===== config.mk =====
export PLATFORM = sky130hd
export DESIGN_NAME = catmull_rom_path_interpolator
export DESIGN_NICKNAME = d
export VERILOG_FILES = /design/src/hdl/crpi_pkg.sv /design/src/hdl/crpi_ctrl.sv /design/src/hdl/crpi_dp.sv /design/src/hdl/catmull_rom_path_interpolator.sv
export SDC_FILE = /design/constraint.sdc
export NUM_CORES = 2
export LEC_CHECK = 0
export ABC_CLOCK_PERIOD_IN_PS = 45600
export BUFFER_PORTS_ARGS = -buffer_cell sky130_fd_sc_hd__buf_4
export CAP_MARGIN = 20
export CORE_AREA = 10 10 324 451
export CTS_CLUSTER_SIZE = 40
export DETAILED_ROUTE_END_ITERATION = 10
export DIE_AREA = 0 0 334 461
export PLACE_DENSITY = 0.77
export REMOVE_ABC_BUFFERS = 1
export SLEW_MARGIN = 20
export SYNTH_ARGS = -nofsm -noshare
export SYNTH_HDL_FRONTEND = slang
export SYNTH_SLANG_ARGS = --single-unit
export TNS_END_PERCENT = 1

===== constraint.sdc =====
create_clock -name clk -period 45.6 [get_ports clk]
set_input_delay 4.56 -clock clk [delete_from_list [all_inputs] [get_ports clk]]
set_output_delay 4.56 -clock clk [all_outputs]
set_load 0.05 [all_outputs]

===== src/hdl/crpi_pkg.sv =====
`default_nettype none
package crpi_pkg;

  localparam int COORD_W = 32;            // coordinate width, signed Q16.16
  localparam int N_W     = 6;             // width of the points-per-segment register
  localparam int N_MAX   = 32;            // largest usable points per segment
  localparam int N_RESET = 10;            // points per segment after reset
  localparam int PROD1_W = 12;            // j*j, j*N, N*N
  localparam int PROD2_W = 18;            // j^3, j^2*N, j*N^2, N^3
  localparam int CALC_W  = 22;            // signed width for weight arithmetic
  localparam int WGT_W   = 20;            // stored weight width, signed
  localparam int DIV_W   = 17;            // divisor width, up to 2*N^3
  localparam int REM_W   = DIV_W + 1;     // divider partial remainder
  localparam int ACC_W   = 54;            // weighted sum, signed
  localparam int STEP_W  = 6;             // divider step counter

  typedef enum logic [1:0] {
    MODE_SPLINE,
    MODE_LINEAR,
    MODE_DIRECT
  } mode_t;

  typedef enum logic [2:0] {
    C_IDLE,
    C_SPL,
    C_SPL_END,
    C_LIN_FIRST,
    C_LIN_IN,
    C_LIN_END,
    C_FINISH
  } ctrl_state_t;

  typedef enum logic [3:0] {
    P_IDLE,
    P_W1,
    P_W2,
    P_W3,
    P_MAC,
    P_PREP,
    P_DIV,
    P_STORE,
    P_OUT
  } dp_phase_t;

  typedef struct packed {
    logic             load;   // capture the incoming control point
    logic             shift;  // push the current point into the window
    logic             issue;  // start one path point
    mode_t            mode;
    logic [1:0]       idx;    // first bank entry for line and copy points
    logic [N_W-1:0]   jj;     // spline step j or line step i
    logic             done;   // final path point of the list
  } dp_cmd_t;

  typedef struct packed {
    logic cmd_ready;
  } dp_stat_t;

endpackage
`default_nettype wire


===== src/hdl/crpi_ctrl.sv =====
`default_nettype none
module crpi_ctrl (
  input  wire logic                  clk,
  input  wire logic                  rst_n,
  input  wire logic                  in_valid,
  input  wire logic                  in_list_end,
  output logic                       in_stall,
  input  wire logic [crpi_pkg::N_W-1:0] n_eff,
  output crpi_pkg::dp_cmd_t          cmd,
  input  wire crpi_pkg::dp_stat_t    stat
);
  import crpi_pkg::*;

  ctrl_state_t    state_r, state_nxt;
  logic [N_W-1:0] cnt_r;
  logic [1:0]     seg_r;
  logic [1:0]     k_r;
  logic [1:0]     seen_r;
  logic           last_r;
  logic [1:0]     base_idx;
  logic           n_one;
  logic           n_gt2;
  logic           seg_last;
  logic           ready;

  assign ready    = stat.cmd_ready;
  assign base_idx = 2'(2'd3 - k_r + seg_r);
  assign n_one    = (n_eff == N_W'(1));
  assign n_gt2    = (n_eff > N_W'(2));
  assign seg_last = (seg_r == 2'(k_r - 2'd1));

  always_comb begin
    state_nxt = state_r;
    case (state_r)
      C_IDLE: begin
        if (in_valid) begin
          if (seen_r == 2'd3) state_nxt = C_SPL;
          else if (in_list_end) state_nxt = C_LIN_FIRST;
          else state_nxt = C_FINISH;
        end
      end
      C_SPL: begin
        if (ready && cnt_r == N_W'(n_eff - N_W'(1))) begin
          state_nxt = last_r ? C_SPL_END : C_FINISH;
        end
      end
      C_SPL_END: begin
        if (ready) state_nxt = C_FINISH;
      end
      C_LIN_FIRST: begin
        if (ready) begin
          if (k_r == 2'd0 || n_one) state_nxt = C_FINISH;
          else if (n_gt2) state_nxt = C_LIN_IN;
          else state_nxt = C_LIN_END;
        end
      end
      C_LIN_IN: begin
        if (ready && cnt_r == N_W'(n_eff - N_W'(2))) state_nxt = C_LIN_END;
      end
      C_LIN_END: begin
        if (ready) begin
          if (seg_last) state_nxt = C_FINISH;
          else if (n_gt2) state_nxt = C_LIN_IN;
          else state_nxt = C_LIN_END;
        end
      end
      C_FINISH: begin
        if (ready) state_nxt = C_IDLE;
      end
      default: state_nxt = C_IDLE;
    endcase
  end

  always_comb begin
    cmd      = '0;
    cmd.mode = MODE_DIRECT;
    in_stall = (state_r != C_IDLE);
    case (state_r)
      C_IDLE: begin
        cmd.load = in_valid;
      end
      C_SPL: begin
        cmd.issue = ready;
        cmd.mode  = MODE_SPLINE;
        cmd.jj    = cnt_r;
      end
      C_SPL_END: begin
        cmd.issue = ready;
        cmd.idx   = 2'd3;
        cmd.done  = 1'b1;
      end
      C_LIN_FIRST: begin
        cmd.issue = ready;
        cmd.idx   = 2'(2'd3 - k_r);
        cmd.done  = (k_r == 2'd0) || n_one;
      end
      C_LIN_IN: begin
        cmd.issue = ready;
        cmd.mode  = MODE_LINEAR;
        cmd.idx   = base_idx;
        cmd.jj    = cnt_r;
      end
      C_LIN_END: begin
        cmd.issue = ready;
        cmd.idx   = 2'(base_idx + 2'd1);
        cmd.done  = seg_last;
      end
      C_FINISH: begin
        cmd.shift = ready && !last_r;
      end
      default: begin
        cmd = '0;
      end
    endcase
  end

  always_ff @(posedge clk) begin
    if (!rst_n) begin
      state_r <= C_IDLE;
      seen_r  <= 2'd0;
      cnt_r   <= '0;
      seg_r   <= 2'd0;
      k_r     <= 2'd0;
      last_r  <= 1'b0;
    end else begin
      state_r <= state_nxt;
      case (state_r)
        C_IDLE: begin
          if (in_valid) begin
            k_r    <= seen_r;
            last_r <= in_list_end;
            cnt_r  <= '0;
          end
        end
        C_SPL: begin
          if (ready) cnt_r <= N_W'(cnt_r + N_W'(1));
        end
        C_LIN_FIRST: begin
          if (ready) begin
            seg_r <= 2'd0;
            cnt_r <= N_W'(1);
          end
        end
        C_LIN_IN: begin
          if (ready) cnt_r <= N_W'(cnt_r + N_W'(1));
        end
        C_LIN_END: begin
          if (ready) begin
            seg_r <= 2'(seg_r + 2'd1);
            cnt_r <= N_W'(1);
          end
        end
        C_FINISH: begin
          if (ready) begin
            if (last_r) seen_r <= 2'd0;
            else if (seen_r != 2'd3) seen_r <= 2'(seen_r + 2'd1);
          end
        end
        default: begin
        end
      endcase
    end
  end

endmodule
`default_nettype wire


===== src/hdl/crpi_dp.sv =====
`default_nettype none
module crpi_dp (
  input  wire logic                          clk,
  input  wire logic                          rst_n,
  input  wire logic signed [crpi_pkg::COORD_W-1:0] in_point_x,
  input  wire logic signed [crpi_pkg::COORD_W-1:0] in_point_y,
  input  wire logic signed [crpi_pkg::COORD_W-1:0] in_point_z,
  input  wire logic [crpi_pkg::N_W-1:0]      n_eff,
  input  wire crpi_pkg::dp_cmd_t             cmd,
  output crpi_pkg::dp_stat_t                 stat,
  output logic                               out_valid,
  input  wire logic                          out_stall,
  output logic signed [crpi_pkg::COORD_W-1:0] out_x,
  output logic signed [crpi_pkg::COORD_W-1:0] out_y,
  output logic signed [crpi_pkg::COORD_W-1:0] out_z,
  output logic                               out_path_done
);
  import crpi_pkg::*;

  dp_phase_t phase_r, phase_nxt;

  logic [COORD_W-1:0]       win_r [3][3];   // [entry][axis], oldest entry first
  logic [COORD_W-1:0]       cur_r [3];
  mode_t                    mode_r;
  logic [1:0]               idx_r;
  logic [N_W-1:0]           jj_r;
  logic                     done_r;
  logic [PROD1_W-1:0]       j2_r, jn_r, n2_r;
  logic [PROD2_W-1:0]       j3_r, j2n_r, jn2_r, n3_r;
  logic signed [WGT_W-1:0]  w_r [4];
  logic [DIV_W-1:0]         d_r;
  logic [1:0]               axis_r;
  logic [1:0]               term_r;
  logic signed [ACC_W-1:0]  acc_r;
  logic                     neg_r;
  logic [ACC_W-1:0]         quo_r;
  logic [REM_W-1:0]         rem_r;
  logic [STEP_W-1:0]        step_r;
  logic [COORD_W-1:0]       res_r [3];
  logic                     out_valid_r;

  logic signed [CALC_W-1:0] sj3, sj2n, sjn2, sn3;
  logic signed [CALC_W-1:0] wc [4];
  logic [DIV_W-1:0]         dc;
  logic [N_W-1:0]           n_m1;
  logic [1:0]               bsel;
  logic signed [COORD_W-1:0] bank_v;
  logic signed [COORD_W+WGT_W-1:0] prod;
  logic [ACC_W-1:0]         mag;
  logic [REM_W-1:0]         trial;
  logic [ACC_W-1:0]         limit;
  logic [ACC_W-1:0]         q_sat;
  logic [ACC_W-1:0]         q_signed;
  logic                     out_free;

  assign out_free       = !out_valid_r || !out_stall;
  assign stat.cmd_ready = (phase_r == P_IDLE);
  assign out_valid      = out_valid_r;

  always_comb begin
    phase_nxt = phase_r;
    case (phase_r)
      P_IDLE:  if (cmd.issue) phase_nxt = P_W1;
      P_W1:    phase_nxt = P_W2;
      P_W2:    phase_nxt = P_W3;
      P_W3:    phase_nxt = P_MAC;
      P_MAC:   if (term_r == 2'd3) phase_nxt = P_PREP;
      P_PREP:  phase_nxt = P_DIV;
      P_DIV:   if (step_r == STEP_W'(ACC_W - 1)) phase_nxt = P_STORE;
      P_STORE: phase_nxt = (axis_r == 2'd2) ? P_OUT : P_MAC;
      P_OUT:   if (out_free) phase_nxt = P_IDLE;
      default: phase_nxt = P_IDLE;
    endcase
  end

  // Catmull-Rom weights scaled by 2*N^3, line weights over N-1.
  assign sj3  = $signed({{(CALC_W-PROD2_W){1'b0}}, j3_r});
  assign sj2n = $signed({{(CALC_W-PROD2_W){1'b0}}, j2n_r});
  assign sjn2 = $signed({{(CALC_W-PROD2_W){1'b0}}, jn2_r});
  assign sn3  = $signed({{(CALC_W-PROD2_W){1'b0}}, n3_r});
  assign n_m1 = N_W'(n_eff - N_W'(1));

  always_comb begin
    wc[0] = '0;
    wc[1] = '0;
    wc[2] = '0;
    wc[3] = '0;
    dc    = DIV_W'(1);
    case (mode_r)
      MODE_SPLINE: begin
        wc[0] = (sj2n <<< 1) - sj3 - sjn2;
        wc[1] = (sn3 <<< 1) + sj3 + (sj3 <<< 1) - sj2n - (sj2n <<< 2);
        wc[2] = (sj2n <<< 2) + sjn2 - sj3 - (sj3 <<< 1);
        wc[3] = sj3 - sj2n;
        dc    = DIV_W'(n3_r << 1);
      end
      MODE_LINEAR: begin
        wc[0] = $signed({{(CALC_W-N_W){1'b0}}, N_W'(n_m1 - jj_r)});
        wc[1] = $signed({{(CALC_W-N_W){1'b0}}, jj_r});
        dc    = DIV_W'(n_m1);
      end
      default: begin
        wc[0] = $signed({{(CALC_W-1){1'b0}}, 1'b1});
        dc    = DIV_W'(1);
      end
    endcase
  end

  assign bsel   = (mode_r == MODE_SPLINE) ? term_r : 2'(idx_r + term_r);
  assign bank_v = (bsel == 2'd3) ? $signed(cur_r[axis_r]) : $signed(win_r[bsel][axis_r]);
  assign prod   = bank_v * w_r[term_r];

  assign mag    = ACC_W'((acc_r[ACC_W-1] ? -acc_r : acc_r)) + ACC_W'(d_r >> 1);
  assign trial  = {rem_r[REM_W-2:0], quo_r[ACC_W-1]};
  assign limit  = neg_r ? (ACC_W'(1) << (COORD_W - 1))
                        : ((ACC_W'(1) << (COORD_W - 1)) - ACC_W'(1));
  assign q_sat    = (quo_r > limit) ? limit : quo_r;
  assign q_signed = neg_r ? ACC_W'(-q_sat) : q_sat;

  always_ff @(posedge clk) begin
    if (!rst_n) begin
      phase_r     <= P_IDLE;
      out_valid_r <= 1'b0;
    end else begin
      phase_r <= phase_nxt;
      if (phase_r == P_OUT && out_free) out_valid_r <= 1'b1;
      else if (!out_stall) out_valid_r <= 1'b0;
    end
  end

  always_ff @(posedge clk) begin
    if (cmd.load) begin
      cur_r[0] <= in_point_x;
      cur_r[1] <= in_point_y;
      cur_r[2] <= in_point_z;
    end
    if (cmd.shift) begin
      win_r[0] <= win_r[1];
      win_r[1] <= win_r[2];
      win_r[2] <= cur_r;
    end
    case (phase_r)
      P_IDLE: begin
        if (cmd.issue) begin
          mode_r <= cmd.mode;
          idx_r  <= cmd.idx;
          jj_r   <= cmd.jj;
          done_r <= cmd.done;
        end
      end
      P_W1: begin
        j2_r <= PROD1_W'(jj_r) * PROD1_W'(jj_r);
        jn_r <= PROD1_W'(jj_r) * PROD1_W'(n_eff);
        n2_r <= PROD1_W'(n_eff) * PROD1_W'(n_eff);
      end
      P_W2: begin
        j3_r  <= PROD2_W'(j2_r) * PROD2_W'(jj_r);
        j2n_r <= PROD2_W'(j2_r) * PROD2_W'(n_eff);
        jn2_r <= PROD2_W'(jn_r) * PROD2_W'(n_eff);
        n3_r  <= PROD2_W'(n2_r) * PROD2_W'(n_eff);
      end
      P_W3: begin
        for (int t = 0; t < 4; t++) w_r[t] <= WGT_W'(wc[t]);
        d_r    <= dc;
        axis_r <= 2'd0;
        term_r <= 2'd0;
        acc_r  <= '0;
      end
      P_MAC: begin
        // Terms with a zero weight are skipped, so window entries that the
        // current list has not written yet never reach the sum.
        if (w_r[term_r] != '0) acc_r <= acc_r + ACC_W'(prod);
        term_r <= 2'(term_r + 2'd1);
      end
      P_PREP: begin
        neg_r  <= acc_r[ACC_W-1];
        quo_r  <= mag;
        rem_r  <= '0;
        step_r <= '0;
      end
      P_DIV: begin
        if (trial >= REM_W'(d_r)) begin
          rem_r <= REM_W'(trial - REM_W'(d_r));
          quo_r <= {quo_r[ACC_W-2:0], 1'b1};
        end else begin
          rem_r <= trial;
          quo_r <= {quo_r[ACC_W-2:0], 1'b0};
        end
        step_r <= STEP_W'(step_r + STEP_W'(1));
      end
      P_STORE: begin
        res_r[axis_r] <= q_signed[COORD_W-1:0];
        axis_r        <= 2'(axis_r + 2'd1);
        term_r        <= 2'd0;
        acc_r         <= '0;
      end
      P_OUT: begin
        if (out_free) begin
          out_x         <= $signed(res_r[0]);
          out_y         <= $signed(res_r[1]);
          out_z         <= $signed(res_r[2]);
          out_path_done <= done_r;
        end
      end
      default: begin
      end
    endcase
  end

endmodule
`default_nettype wire


===== src/hdl/catmull_rom_path_interpolator.sv =====
`default_nettype none
// Uniform Catmull-Rom path interpolator for 3-D points in signed Q16.16.
// Control points come in one per transfer on the in_ channel; from the fourth
// point of a list on, each point yields N spline points on the middle segment
// of the window, and the list's final point (in_list_end high) is appended.
// Lists of two or three points are joined by straight lines instead, and a
// single point passes straight through. out_path_done marks the last path
// point of each list. N is the points_per_segment register at byte address 0
// of the APB-style port (0 acts as 1, values above 32 act as 32); write it
// only while the block is idle.
// Timing: one control point is in work at a time and in_stall stays high
// until its last path point has been produced. For each path point, P_IDLE
// issues it, P_W1, P_W2 and P_W3 build the weights, then for each axis one
// shared multiply-accumulate unit sums the four terms in P_MAC, P_PREP
// prepares the magnitude, a restoring divider settles one quotient bit per
// cycle over the 54-bit sum in P_DIV and P_STORE stores the result; P_OUT
// then moves it to the output register once that register is free.
// A point that produces no path point is only loaded and shifted into the
// window. The output register lets the next path point be computed while a
// finished one waits for its transfer.
module catmull_rom_path_interpolator (
  input  wire logic                               clk,
  input  wire logic                               rst_n,
  input  wire logic                               in_valid,
  output logic                                    in_stall,
  input  wire logic signed [crpi_pkg::COORD_W-1:0] in_point_x,
  input  wire logic signed [crpi_pkg::COORD_W-1:0] in_point_y,
  input  wire logic signed [crpi_pkg::COORD_W-1:0] in_point_z,
  input  wire logic                               in_list_end,
  output logic                                    out_valid,
  input  wire logic                               out_stall,
  output logic signed [crpi_pkg::COORD_W-1:0]     out_x,
  output logic signed [crpi_pkg::COORD_W-1:0]     out_y,
  output logic signed [crpi_pkg::COORD_W-1:0]     out_z,
  output logic                                    out_path_done,
  input  wire logic                               psel,
  input  wire logic                               penable,
  input  wire logic                               pwrite,
  input  wire logic [2:0]                         paddr,
  input  wire logic [31:0]                        pwdata,
  output logic [31:0]                             prdata,
  output logic                                    pready
);
  import crpi_pkg::*;

  logic [N_W-1:0] n_r;
  logic [N_W-1:0] n_eff;
  dp_cmd_t        cmd;
  dp_stat_t       stat;

  // The register decodes on the word address; a write elsewhere is ignored.
  assign pready = 1'b1;
  assign prdata = (paddr[2] == 1'b0) ? {{(32-N_W){1'b0}}, n_r} : 32'd0;

  always_ff @(posedge clk) begin
    if (!rst_n) begin
      n_r <= N_W'(N_RESET);
    end else if (psel && penable && pwrite && paddr[2] == 1'b0) begin
      n_r <= pwdata[N_W-1:0];
    end
  end

  // Out-of-range settings are clamped once here for both controller and datapath.
  always_comb begin
    if (n_r == '0) n_eff = N_W'(1);
    else if (n_r > N_W'(N_MAX)) n_eff = N_W'(N_MAX);
    else n_eff = n_r;
  end

  crpi_ctrl u_ctrl (
    .clk         (clk),
    .rst_n       (rst_n),
    .in_valid    (in_valid),
    .in_list_end (in_list_end),
    .in_stall    (in_stall),
    .n_eff       (n_eff),
    .cmd         (cmd),
    .stat        (stat)
  );

  crpi_dp u_dp (
    .clk           (clk),
    .rst_n         (rst_n),
    .in_point_x    (in_point_x),
    .in_point_y    (in_point_y),
    .in_point_z    (in_point_z),
    .n_eff         (n_eff),
    .cmd           (cmd),
    .stat          (stat),
    .out_valid     (out_valid),
    .out_stall     (out_stall),
    .out_x         (out_x),
    .out_y         (out_y),
    .out_z         (out_z),
    .out_path_done (out_path_done)
  );

endmodule
`default_nettype wire


==> impl_results.md <==
* Crit path DAT at 12.11 ns
* Global-route usage over all layers at 26.72%
* Setup-failing EPs final at 0
* Die height at 461 um
* Avg WL per Cell at 21.12 um
* H-tree Lvls at 3
* Final Non-Filler Cells at 9693
* Top post-synthesis cells by area: edfxtp_1, fa_1, ha_1
* Core area at 0.1374 mm^2
* Inst Count DP at 9507
* Worst-Margin Slew at 1.180 ns
* Top FF cell, synth: edfxtp_1
* CTS tree: built
* Slowest cell on crit path: buf_4
* Via count at 56740
* Period minus WS final at 11.60 ns
* Core Util, Final at 64.66%
* Share of cells above drive strength 1 at 7.915%
* # fillers at 10560
* Initial antenna violation count at 2
* #FFs+latches synth at 955
* CTS Hold Buffers Added at 0
* CTS root buffer: clkbuf_16
* Final period util at 25.43%
* Top Ports at 271
* Total Die Area at 0.1540 mm^2
* Cell count after synthesis at 7709
* Worst reg2reg path depth at 33
* Clock slew at reported path FFs at 0.07 ns
* FP Rows at 161
* Final hold violations at 0
* Worst path buffer plus inverter count at 8
* Vias/cell at 5.854
* Hold depth at 0
* Post-synthesis sequential area ratio at 34.66%
* Worst setup SP type: flop
* CP endpoint kind: flop
* Die W at 334 um
* Clock buffer count from CTS at 96
* Vias in the first global route at 60480
* Final Skew at 0.05659 ns
* RSZ-0062 raised after global routing: false
* Max Cap Viol at 0
* Min-delay src: u_dp.res_r[1][0]
* Status: finished, final reports clean
* Worst-Skew Late Latency at 0.75 ns
* Antenna Nets Post-Route at 0
* Final Max Tran Viols at 0
* Critical Path RT at 46.11 ns
* Most frequent CP cell: fa_1
* I/O Buffers at 215
* GP Congestion at 0.9304
* Synth top area share at 33.95%
* Detailed placement HPWL at 158300 um
* Critical path fanouts, max at 82
* Critical path depth in cells at 33
* Post-synth ARST share at 0%
* Delay-heaviest family, CP: adder cells
* Hold crit path type: flop to flop
* Crit path kind: flop to flop
* EDFF count, synth at 926
* Number of DRC markers in iteration 0 at 3712
* Ys Warns at 0
* Slowest stage delay, CP at 0.78 ns
* Post-Syn Area at 0.08191 mm^2
* Setup bufs post-CTS at 0
* Largest net degree at the start of global routing at 201
* DRC errors left at 0
* Drt first pass iters at 8
* RR Startpoint: u_dp.term_r[0]
* Fmax at 86.24 MHz
* Final net count at 9436
* Syn_area_per_cell at 10.62 um^2
* PostCTS Resize Cnt at 0
* Worst setup path start: u_dp.term_r[0]
* Yosys top cell by area: edfxtp_1
* GRT overflow at 0
* Maximum clock path buffer count at 3
* Syn-to-layout area delta at 8.460%
* First-pass GRT wire length at 323300 um
* Number of distinct library cells after synthesis at 84
* Total negative setup slack at 0 ns
* Slew margin rel. at 21.35%
* Starting Density at 59.62%
* Clock Sinks at 955
* Drt total wl at 204700 um
-- path summary, 6_finish.rpt --
| check | endpoint | slack [ns] |
|---|---|---|
| setup reg to reg | u_dp.acc_r[49] | 34.00 |
| hold reg to reg | out_y[0] | 0.40 |
| hold / removal | out_y[0] | 0.40 |
| setup / recovery | u_dp.acc_r[49] | 34.00 |
-- synth_stat cells (75+ instances only) --
library cell,count
a21o_1,78
o21ai_0,247
xor2_1,95
nand2_1,798
clkbuf_1,297
fa_1,998
a21oi_1,263
and2_1,211
mux2i_1,99
xnor2_1,216
nor2b_1,75
nor2_1,577
edfxtp_1,926
inv_1,1326
nor3_1,102
ha_1,485
-- flip-flops by register name, summed over array words and instances (netlist names), 12 cells and up, named ones only --
register,count
out_x,32
out_y,32
out_z,32
u_dp.acc_r,54
u_dp.cur_r,96
u_dp.d_r,17
u_dp.j2n_r,18
u_dp.j3_r,18
u_dp.jn2_r,18
u_dp.jn_r,12
u_dp.n3_r,18
u_dp.quo_r,54
u_dp.rem_r,17
u_dp.res_r,96
u_dp.w_r,79
u_dp.win_r,288
-- cells by family after synthesis --
| family | synth area share (%) |
|---|---|
| simple gates | 11.61 |
| xor+xnor | 3.326 |
| fa+ha+maj | 31.80 |
| mux | 2.626 |
| buf+inv | 7.814 |
| flops | 34.66 |
| compound gates | 8.159 |
| other cells | 0.009169 |
-- worst reg2reg max path: cells and delay by family (launching register included) --
family / cells / cell delay, ns
DFF: 1 / 0.59
buffers and inverters: 8 / 2.19
xor gates and xnor gates: 2 / 0.29
adders and majority gates: 9 / 4.10
muxes: 1 / 0.16
and+or+nand+nor: 4 / 0.75
AOI/OAI and AO/OA: 9 / 3.32
-- stage by stage --
step	instance area (um^2)	hold WS, ns	setup WS [ns]
detailed placement	85440	0.4045	34.15
floorplan	80600	0.4003	28.21
CTS	88780	0.4037	34.03
finish	88840	0.4019	34.00
global route	88830	0.4128	33.43
global placement	85440	0.4016	34.18
-- metal layers --
metal,global-route usage [%],up-vias,wire (um)
met4,15.46,0,12970
met5,0,-,0
met2,49.59,2086,109300
met1,28.99,28600,71000
met3,3.531,635,11370
li1,-,25420,-
-- placed cells by master, fill, tap and decap left out, types with 215 or more instances in the layout --
master	count
a21oi_1	262
buf_4	322
edfxtp_1	926
fa_1	998
ha_1	485
inv_1	1326
nand2_1	797
nor2_1	572
o21ai_0	240
xnor2_1	215
-- cell type report --
class	instances	area, um^2	share of cell area [%]
Inverter	1326	4977	5.603
Timing Repair Buffer	325	2480	2.792
Tap cell	1793	2243	2.525
Clock buffer	106	2482	2.794
Sequential cell	955	28390	31.96
Multi-Input combinational cell	5110	47390	53.35
Antenna cell	4	10.01	0.01127
Clock inverter	74	859.6	0.9676
Power is not shown: default switching activity piles up to over one toggle a cycle in this logic, so the estimate is an artifact.
